===== src/ipv6_prefix_acl_table_defines.svh =====
// Assertion macros for the IPv6 prefix ACL table.
// Used by the top level only; needs no package.
`ifndef IPV6_PREFIX_ACL_TABLE_DEFINES_SVH
`define IPV6_PREFIX_ACL_TABLE_DEFINES_SVH

// Same-cycle implication, disabled during reset.
`define IPACL_ASSERT_SAME(lbl, clk, rst, ante, cons) \
   lbl: assert property (@(posedge clk) disable iff (rst) (ante) |-> (cons)) \
      else $error("ipacl: same-cycle check failed");

// Next-cycle implication, disabled during reset.
`define IPACL_ASSERT_NEXT(lbl, clk, rst, ante, cons) \
   lbl: assert property (@(posedge clk) disable iff (rst) (ante) |=> (cons)) \
      else $error("ipacl: next-cycle check failed");

`endif


===== src/ipacl_pkg.sv =====
// Shared types, constants and helpers for the IPv6 prefix ACL table.
// No dependencies; used by the controller, datapath and top level.
`default_nettype none

package ipacl_pkg;

   localparam int ACL_DEPTH = 32;
   localparam int ADDR_W    = 128;
   localparam int HALF_W    = 64;
   localparam int LEN_W     = 8;
   localparam int CNT_W     = $clog2(ACL_DEPTH + 1);
   localparam int IDX_W     = (ACL_DEPTH > 1) ? $clog2(ACL_DEPTH) : 1;

   localparam logic [LEN_W-1:0] MAX_LEN = LEN_W'(ADDR_W);

   localparam logic ACTION_ADD   = 1'b0;
   localparam logic ACTION_MATCH = 1'b1;

   localparam logic [1:0] STATUS_OK   = 2'd0;
   localparam logic [1:0] STATUS_DUP  = 2'd1;
   localparam logic [1:0] STATUS_FULL = 2'd2;

   typedef struct packed {
      logic              action;
      logic [HALF_W-1:0] addr_high;
      logic [HALF_W-1:0] addr_low;
      logic [LEN_W-1:0]  prefix_len;
   } req_type;

   typedef struct packed {
      logic       hit;
      logic [1:0] status;
   } rsp_type;

   typedef struct packed {
      logic [HALF_W-1:0] addr_high;
      logic [HALF_W-1:0] addr_low;
      logic [LEN_W-1:0]  prefix_len;
   } entry_type;

   // controller -> datapath
   typedef struct packed {
      logic             load;
      logic             rd_en;
      logic [IDX_W-1:0] rd_addr;
      logic             append;
   } cmd_type;

   // datapath -> controller
   typedef struct packed {
      logic             match;
      logic             action;
      logic             full;
      logic [CNT_W-1:0] count;
   } sts_type;

   function automatic logic [LEN_W-1:0] clamp_len(input logic [LEN_W-1:0] len);
      return (len > MAX_LEN) ? MAX_LEN : len;
   endfunction

   // Ones in the top len bits; len is at most 128.
   function automatic logic [ADDR_W-1:0] prefix_mask(input logic [LEN_W-1:0] len);
      return ~({ADDR_W{1'b1}} >> len);
   endfunction

endpackage

`default_nettype wire


===== src/ipacl_datapath.sv =====
// Datapath of the IPv6 prefix ACL table: request register, entry memory,
// entry count and the masked prefix comparator. Depends on ipacl_pkg.
`default_nettype none

module ipacl_datapath (
   input  wire                     clock,
   input  wire                     reset,
   input  wire ipacl_pkg::req_type req_data,
   input  wire ipacl_pkg::cmd_type cmd,
   output ipacl_pkg::sts_type      sts
);
   import ipacl_pkg::*;

   entry_type        mem [ACL_DEPTH];
   entry_type        rdata_ff;
   req_type          req_ff;
   req_type          req_in;
   logic [CNT_W-1:0] count_ff;
   logic [LEN_W-1:0] cmp_len;
   logic [ADDR_W-1:0] diff;

   always_comb begin
      req_in            = req_data;
      req_in.prefix_len = clamp_len(req_data.prefix_len);
   end

   always_ff @(posedge clock) begin
      if (cmd.load) begin
         req_ff <= req_in;
      end
   end

   // entry memory: one write port at the count, one registered read port
   always_ff @(posedge clock) begin
      if (cmd.append) begin
         mem[count_ff[IDX_W-1:0]] <= '{addr_high:  req_ff.addr_high,
                                       addr_low:   req_ff.addr_low,
                                       prefix_len: req_ff.prefix_len};
      end
      if (cmd.rd_en) begin
         rdata_ff <= mem[cmd.rd_addr];
      end
   end

   always_ff @(posedge clock) begin
      if (reset) begin
         count_ff <= '0;
      end else if (cmd.append) begin
         count_ff <= count_ff + CNT_W'(1);
      end
   end

   // add uses the new length, match uses the stored one
   always_comb begin
      cmp_len = (req_ff.action == ACTION_ADD) ? req_ff.prefix_len : rdata_ff.prefix_len;
      diff    = {req_ff.addr_high, req_ff.addr_low} ^ {rdata_ff.addr_high, rdata_ff.addr_low};
   end

   assign sts.match  = ((diff & prefix_mask(cmp_len)) == '0);
   assign sts.action = req_ff.action;
   assign sts.full   = (count_ff == CNT_W'(ACL_DEPTH));
   assign sts.count  = count_ff;

endmodule

`default_nettype wire


===== src/ipacl_ctrl.sv =====
// Controller of the IPv6 prefix ACL table: walks the stored entries,
// stops at the first match and forms the response. Depends on ipacl_pkg.
`default_nettype none

module ipacl_ctrl (
   input  wire                     clock,
   input  wire                     reset,
   input  wire                     start,
   output logic                    busy,
   input  wire ipacl_pkg::sts_type sts,
   output ipacl_pkg::cmd_type      cmd,
   output logic                    rsp_valid,
   output ipacl_pkg::rsp_type      rsp_data
);
   import ipacl_pkg::*;

   typedef enum logic [1:0] {
      ST_IDLE,
      ST_SCAN,
      ST_RESPOND
   } state_type;

   state_type        state_ff;
   logic [CNT_W-1:0] idx_ff;
   logic             pend_ff;
   logic             found_ff;
   logic             rsp_valid_ff;
   rsp_type          rsp_ff;
   logic             issue;
   logic             match_now;

   assign issue     = (state_ff == ST_SCAN) && (idx_ff < sts.count);
   assign match_now = pend_ff && sts.match;

   assign busy          = (state_ff != ST_IDLE);
   assign cmd.load      = start && (state_ff == ST_IDLE);
   assign cmd.rd_en     = issue;
   assign cmd.rd_addr   = idx_ff[IDX_W-1:0];
   assign cmd.append    = (state_ff == ST_RESPOND) && (sts.action == ACTION_ADD)
                          && !found_ff && !sts.full;
   assign rsp_valid     = rsp_valid_ff;
   assign rsp_data      = rsp_ff;

   always_ff @(posedge clock) begin
      if (reset) begin
         state_ff     <= ST_IDLE;
         idx_ff       <= '0;
         pend_ff      <= 1'b0;
         found_ff     <= 1'b0;
         rsp_valid_ff <= 1'b0;
      end else begin
         rsp_valid_ff <= 1'b0;
         case (state_ff)
            ST_IDLE: begin
               if (start) begin
                  state_ff <= ST_SCAN;
                  idx_ff   <= '0;
                  pend_ff  <= 1'b0;
                  found_ff <= 1'b0;
               end
            end
            ST_SCAN: begin
               pend_ff <= issue;
               if (issue) begin
                  idx_ff <= idx_ff + CNT_W'(1);
               end
               // stop at the first match, or once the last read is compared
               if (match_now) begin
                  found_ff <= 1'b1;
                  pend_ff  <= 1'b0;
                  state_ff <= ST_RESPOND;
               end else if (!issue && !pend_ff) begin
                  state_ff <= ST_RESPOND;
               end
            end
            ST_RESPOND: begin
               rsp_valid_ff <= 1'b1;
               if (sts.action == ACTION_MATCH) begin
                  rsp_ff.hit    <= found_ff;
                  rsp_ff.status <= STATUS_OK;
               end else begin
                  rsp_ff.hit <= 1'b0;
                  if (found_ff) begin
                     rsp_ff.status <= STATUS_DUP;
                  end else if (sts.full) begin
                     rsp_ff.status <= STATUS_FULL;
                  end else begin
                     rsp_ff.status <= STATUS_OK;
                  end
               end
               state_ff <= ST_IDLE;
            end
            default: begin
               state_ff <= ST_IDLE;
            end
         endcase
      end
   end

endmodule

`default_nettype wire


===== src/ipv6_prefix_acl_table.sv =====
// IPv6 prefix ACL table. A request walks the stored entries from start to
// the response strobe, ending early when a match is found: the walk
// reads one stored entry per cycle through a single memory read port and one
// masked 128-bit comparator. A full table holds 32 entries.
// One request at a time; busy stays high until the response is issued.
// Synchronous reset empties the table (count to zero); the receiver cannot stall.
`default_nettype none

module ipv6_prefix_acl_table (
   input  wire                     clock,
   input  wire                     reset,
   input  wire                     start,
   output logic                    busy,
   input  wire ipacl_pkg::req_type req_data,
   output logic                    rsp_valid,
   output ipacl_pkg::rsp_type      rsp_data
);
   import ipacl_pkg::*;

   `include "ipv6_prefix_acl_table_defines.svh"

   cmd_type cmd;
   sts_type sts;

   ipacl_ctrl u_ctrl (
      .clock     (clock),
      .reset     (reset),
      .start     (start),
      .busy      (busy),
      .sts       (sts),
      .cmd       (cmd),
      .rsp_valid (rsp_valid),
      .rsp_data  (rsp_data)
   );

   ipacl_datapath u_datapath (
      .clock    (clock),
      .reset    (reset),
      .req_data (req_data),
      .cmd      (cmd),
      .sts      (sts)
   );

   `IPACL_ASSERT_NEXT(a_start_busy, clock, reset, start && !busy, busy)
   `IPACL_ASSERT_NEXT(a_rsp_single, clock, reset, rsp_valid, !rsp_valid)
   `IPACL_ASSERT_SAME(a_append_room, clock, reset, cmd.append, !sts.full)
   `IPACL_ASSERT_SAME(a_hit_ok, clock, reset, rsp_valid && rsp_data.hit,
                      rsp_data.status == STATUS_OK)

endmodule

`default_nettype wire

===== config.mk =====
export PLATFORM = sky130hd
export DESIGN_NAME = ipv6_prefix_acl_table
export DESIGN_NICKNAME = d
export VERILOG_FILES = /design/src/ipacl_pkg.sv /design/src/ipacl_datapath.sv /design/src/ipacl_ctrl.sv /design/src/ipv6_prefix_acl_table.sv
export VERILOG_INCLUDE_DIRS = /design/src /design/src/src
export SDC_FILE = /design/constraint.sdc
export NUM_CORES = 2
export LEC_CHECK = 0
export ABC_AREA = 0
export BUFFER_PORTS_ARGS = -buffer_cell sky130_fd_sc_hd__buf_4
export CAP_MARGIN = 30
export CORE_ASPECT_RATIO = 1.1
export CORE_UTILIZATION = 60
export DETAILED_ROUTE_END_ITERATION = 7
export PLACE_DENSITY_LB_ADDON = 0.25
export SLEW_MARGIN = 30
export SYNTH_ARGS = -nofsm -noshare
export SYNTH_HDL_FRONTEND = slang
export SYNTH_MEMORY_MAX_BITS = 65536
export SYNTH_SLANG_ARGS = --single-unit

===== constraint.sdc =====
create_clock -name clock -period 8.9 [get_ports clock]
set_input_delay 0 -clock clock [delete_from_list [all_inputs] [get_ports clock]]
set_output_delay 0 -clock clock [all_outputs]
set_load 0.005 [all_outputs]

==> summary.txt <==
Outcome
  – Outcome: complete, no violations

Timing
  – RSZ-0062 raised after global routing: false
  – Min Tclk post-route: 5000 ps
  – Max-slew violations: 0
  – Worst Max-Slew Pin Slew: 1150 ps
  – Fin crit share: 56.2%
  – Clock skew: 84.2 ps
  – Final setup vio count: 0
  – Worst setup margin: 3900 ps
  – Slew Limit Headroom: 23.6%
  – Setup_tns: 0 ps
  – FMAX: 200 MHz
  – Hold Vio Cnt, Final: 0

Synthesis
  – Top cells by count, synth: edfxtp_1 (4628), mux4_2 (1360), clkbuf_1 (208), mux2_2 (138), buf_2 (98)
  – Xor and xnor area share after synthesis: 0.658%
  – Adder-Cell Fraction of Synth Area: 0.0706%
  – Synth Area per Inst: 24.9 sq um
  – Syn Nets: 7269
  – Post-Synth Simple-Gate Area: 0.739%
  – Main combinational cell family by area after synthesis: multiplexers
  – Post-synthesis cell count: 7119
  – Compound-cell area share of the yosys netlist: 0.791%
  – Ys Warns: 0
  – Mux contribution to synthesized area: 18.2%
  – Post-Syn Area: 0.177 sq mm
  – Area contributors post-synth: edfxtp_1 (78%), mux4_2 (17%), mux2_2 (0.88%)
  – Post-synthesis cell type count: 69
  – Top-count cell post-synth: edfxtp_1
  – Most used DFF post-synth: edfxtp_1
  – Post-synthesis register bit count: 4645
  – Synth top area share: 78.5%
  – Seq/Total Area, Yosys: 78.6%
  – Number of enable flip-flop cells after synthesis: 4628
  – Asr flop ratio synth: 0%
  – Synth area leader: edfxtp_1

Worst setup path
  – CP Capture Type: register
  – Crit path required time: 9510 ps
  – Slowest stage cell, crit path: nor2_4
  – Critical-path cell list: clkinv_1 -> nand3_1 -> nor2_1 -> nor4_4 -> nand2_1 -> nor2_4 -> buf_4 -> buf_4
  – WS Path Type: reg -> reg
  – CP dominant cell by count: buf_4
  – CP Max Fanout: 26
  – Crit-path max cell delay: 890 ps
  – Delay-heaviest family, CP: simple AND/OR/NAND/NOR gates
  – CP startpoint kind: register
  – Crit path buffers/inverters: 3
  – Critical path arrival: 5610 ps

Detailed routing
  – Drt total wl: 455 mm
  – Drt drc: 0
  – Detailed-route via count: 84652
  – Via density: 6.95
  – Top Metal Used: met5
  – Met2 Wirelength: 224 mm
  – Drt pass-1 iters: 8
  – DRT met1 WL: 166 mm
  – Met3 wire len: 48.7 mm
  – Routed WL per cell: 37.4 um
  – Final ANT Viol Nets: 0
  – Starting DRT DRC Count: 12116

Pwr
  – Psw: 9.00 mW
  – Leak pwr: 61.0 nW
  – Max VDD drop: 0.278 mV
  – Pwr/cell area: 217 mW/mm^2
  – Total power: 44.0 mW
  – Clock network power share: 42.6%
  – Pint: 35.0 mW
  – Switching Share: 20.4%
  – Flop pwr share: 55.3%
  – Gate power share: 2.1%

Floorplan
  – Starting Density: 60.5%
  – Site Rows: 208
  – Ports: 145
  – Die W: 520 um
  – Die ar.: 0.297 sq mm
  – CORE AREA: 0.293 sq mm
  – Die height: 572 um

Final layout
  – Nets: 8062
  – Sequential Area: 0.139 sq mm
  – Fill cell count: 16791
  – Design area: 0.202 sq mm
  – Post-Layout Cell Count: 12178
  – Multi-input logic area: 0.0367 sq mm
  – Layout cell share with drive strength beyond 1: 31.9%
  – Layout area overhead: 14.3%

Global route
  – GRT Total Usage: 30.8%
  – Vias in the first global route: 85472
  – Initial antenna violation count: 15
  – Overflow after GRT: 0
  – Largest net degree at the start of global routing: 140
  – First-pass GRT wire length: 639 mm

Place
  – Pre-CTS WS: 3950 ps
  – Dpl cells: 11027
  – Port bufs: 144
  – Placed inst area: 0.184 sq mm
  – Detail Placement HPWL: 215 mm
  – RePlAce Congestion: 0.905

Clock tree
  – Clock sinks: 4645
  – Post-CTS Resized: 0
  – Clk slew on worst S/H paths: 60 ps
  – CTS tree: done
  – CTS Buffer Depth: 4
  – CTS Root Buffer Type: clkbuf_16
  – Worst-skew pair later-pin latency: 1010 ps
  – Num CTS Buffers: 439
  – H-tree levels: 5

Min path
  – Worst Hold Class: in -> reg

Job
  – Max-cap violations: 0
## placed cells by master (no fill, tap or decap), drive strengths merged, types with 10 or more instances in the layout
cell,Yosys,final
a21oi,57,57
clkinv,2,213
nand3,30,30
o22ai,17,17
clkbuf,208,526
mux4,1360,1360
nor2b,10,10
nor2,68,68
clkinvlp,0,26
nor4,20,20
o21ai,40,40
mux2i,10,10
nand2,52,52
edfxtp,4628,4628
bufinv,0,45
nand2b,10,10
ha,10,10
dfxtp,17,17
nor3,19,19
xor2,61,61
inv,11,22
mux2,138,138
a211oi,15,15
buf,146,430
o211ai,16,16
dlygate4sd3,0,276
xnor2,72,72
## cells by family after synthesis
group                    after synthesis
flip-flops                          4645
buffers and inverters                367
AND/OR/NAND/NOR                      242
adder cells (fa/ha/maj)               10
XOR/XNOR                             133
AO/OA/AOI/OAI                        214
multiplexers                        1508
## worst paths after layout
kind / start / end / slack, ps / cells past startpoint
worst min-delay path: reset / u_datapath.count_ff[0] / 70 / 3
worst max-delay path: u_datapath.count_ff[2] / u_datapath.mem[30][103] / 3900 / 8
worst min register to register: u_datapath.count_ff[5] / u_datapath.count_ff[5] / 510 / 2
worst max register to register: u_datapath.count_ff[2] / u_datapath.mem[30][103] / 3900 / 8
## layer usage
| layer | GRT usage (%) | vias to the layer above |
|---|---|---|
| met4 | 10.3 | 14 |
| met5 | 0 | - |
| li1 | - | 32520 |
| met3 | 6.37 | 828 |
| met1 | 42.8 | 45641 |
| met2 | 49.8 | 5649 |
## power by group through the flow
stage	registers, mW	logic [mW]	clock network (mW)
CTS	24.4	0.812	18.9
global placement	24.8	0.676	0
floorplan	24.9	0.238	0
detailed placement	24.9	0.714	0
finish	24.3	0.930	18.8
global route	24.3	0.970	19.7
## sequential cells by signal, summed over array words and instances (netlist names)
| signal | count |
|---|---|
| u_ctrl.pend_ff | 1 |
| u_ctrl.state_ff | 2 |
| u_ctrl.idx_ff | 6 |
| u_datapath.req_ff | 136 |
| u_ctrl.rsp_valid | 1 |
| u_datapath.sts | 1 |
| u_datapath.count_ff | 6 |
| u_datapath.mem | 4352 |
| u_ctrl.rsp_data | 3 |
| u_datapath.rdata_ff | 136 |
| u_ctrl.found_ff | 1 |
## per-stage QoR
stage	hold slack [ps]	utilization (%)
CTS	5.97	68.9
global route	30.0	69.1
finish	71.8	69.1
global placement	178	62.8
detailed placement	179	63.0
floorplan	98.9	-
## tightest hold or removal path: stages
cell and delay (ps):
dlygate4sd3_1 620, buf_4 250, nor2_1 120
## area by class of cell
type                    count  share of cell area (%)
diodes                      3                 0.00371
clock buffers             526                    5.63
clock inverters           293                    1.53
inverters                  13                  0.0340
multi-input cells        2107                    18.1
flip-flops and latches   4645                    68.8
well taps                3885                    2.40
repair buffers            706                    3.46
## repair_timing
item / in CTS / in global routing
setup buffers: 0 / 0
endpoints found under the hold margin: 157 / 0
hold buffers: 276 / 0
Power figures use the tool's default switching activity.
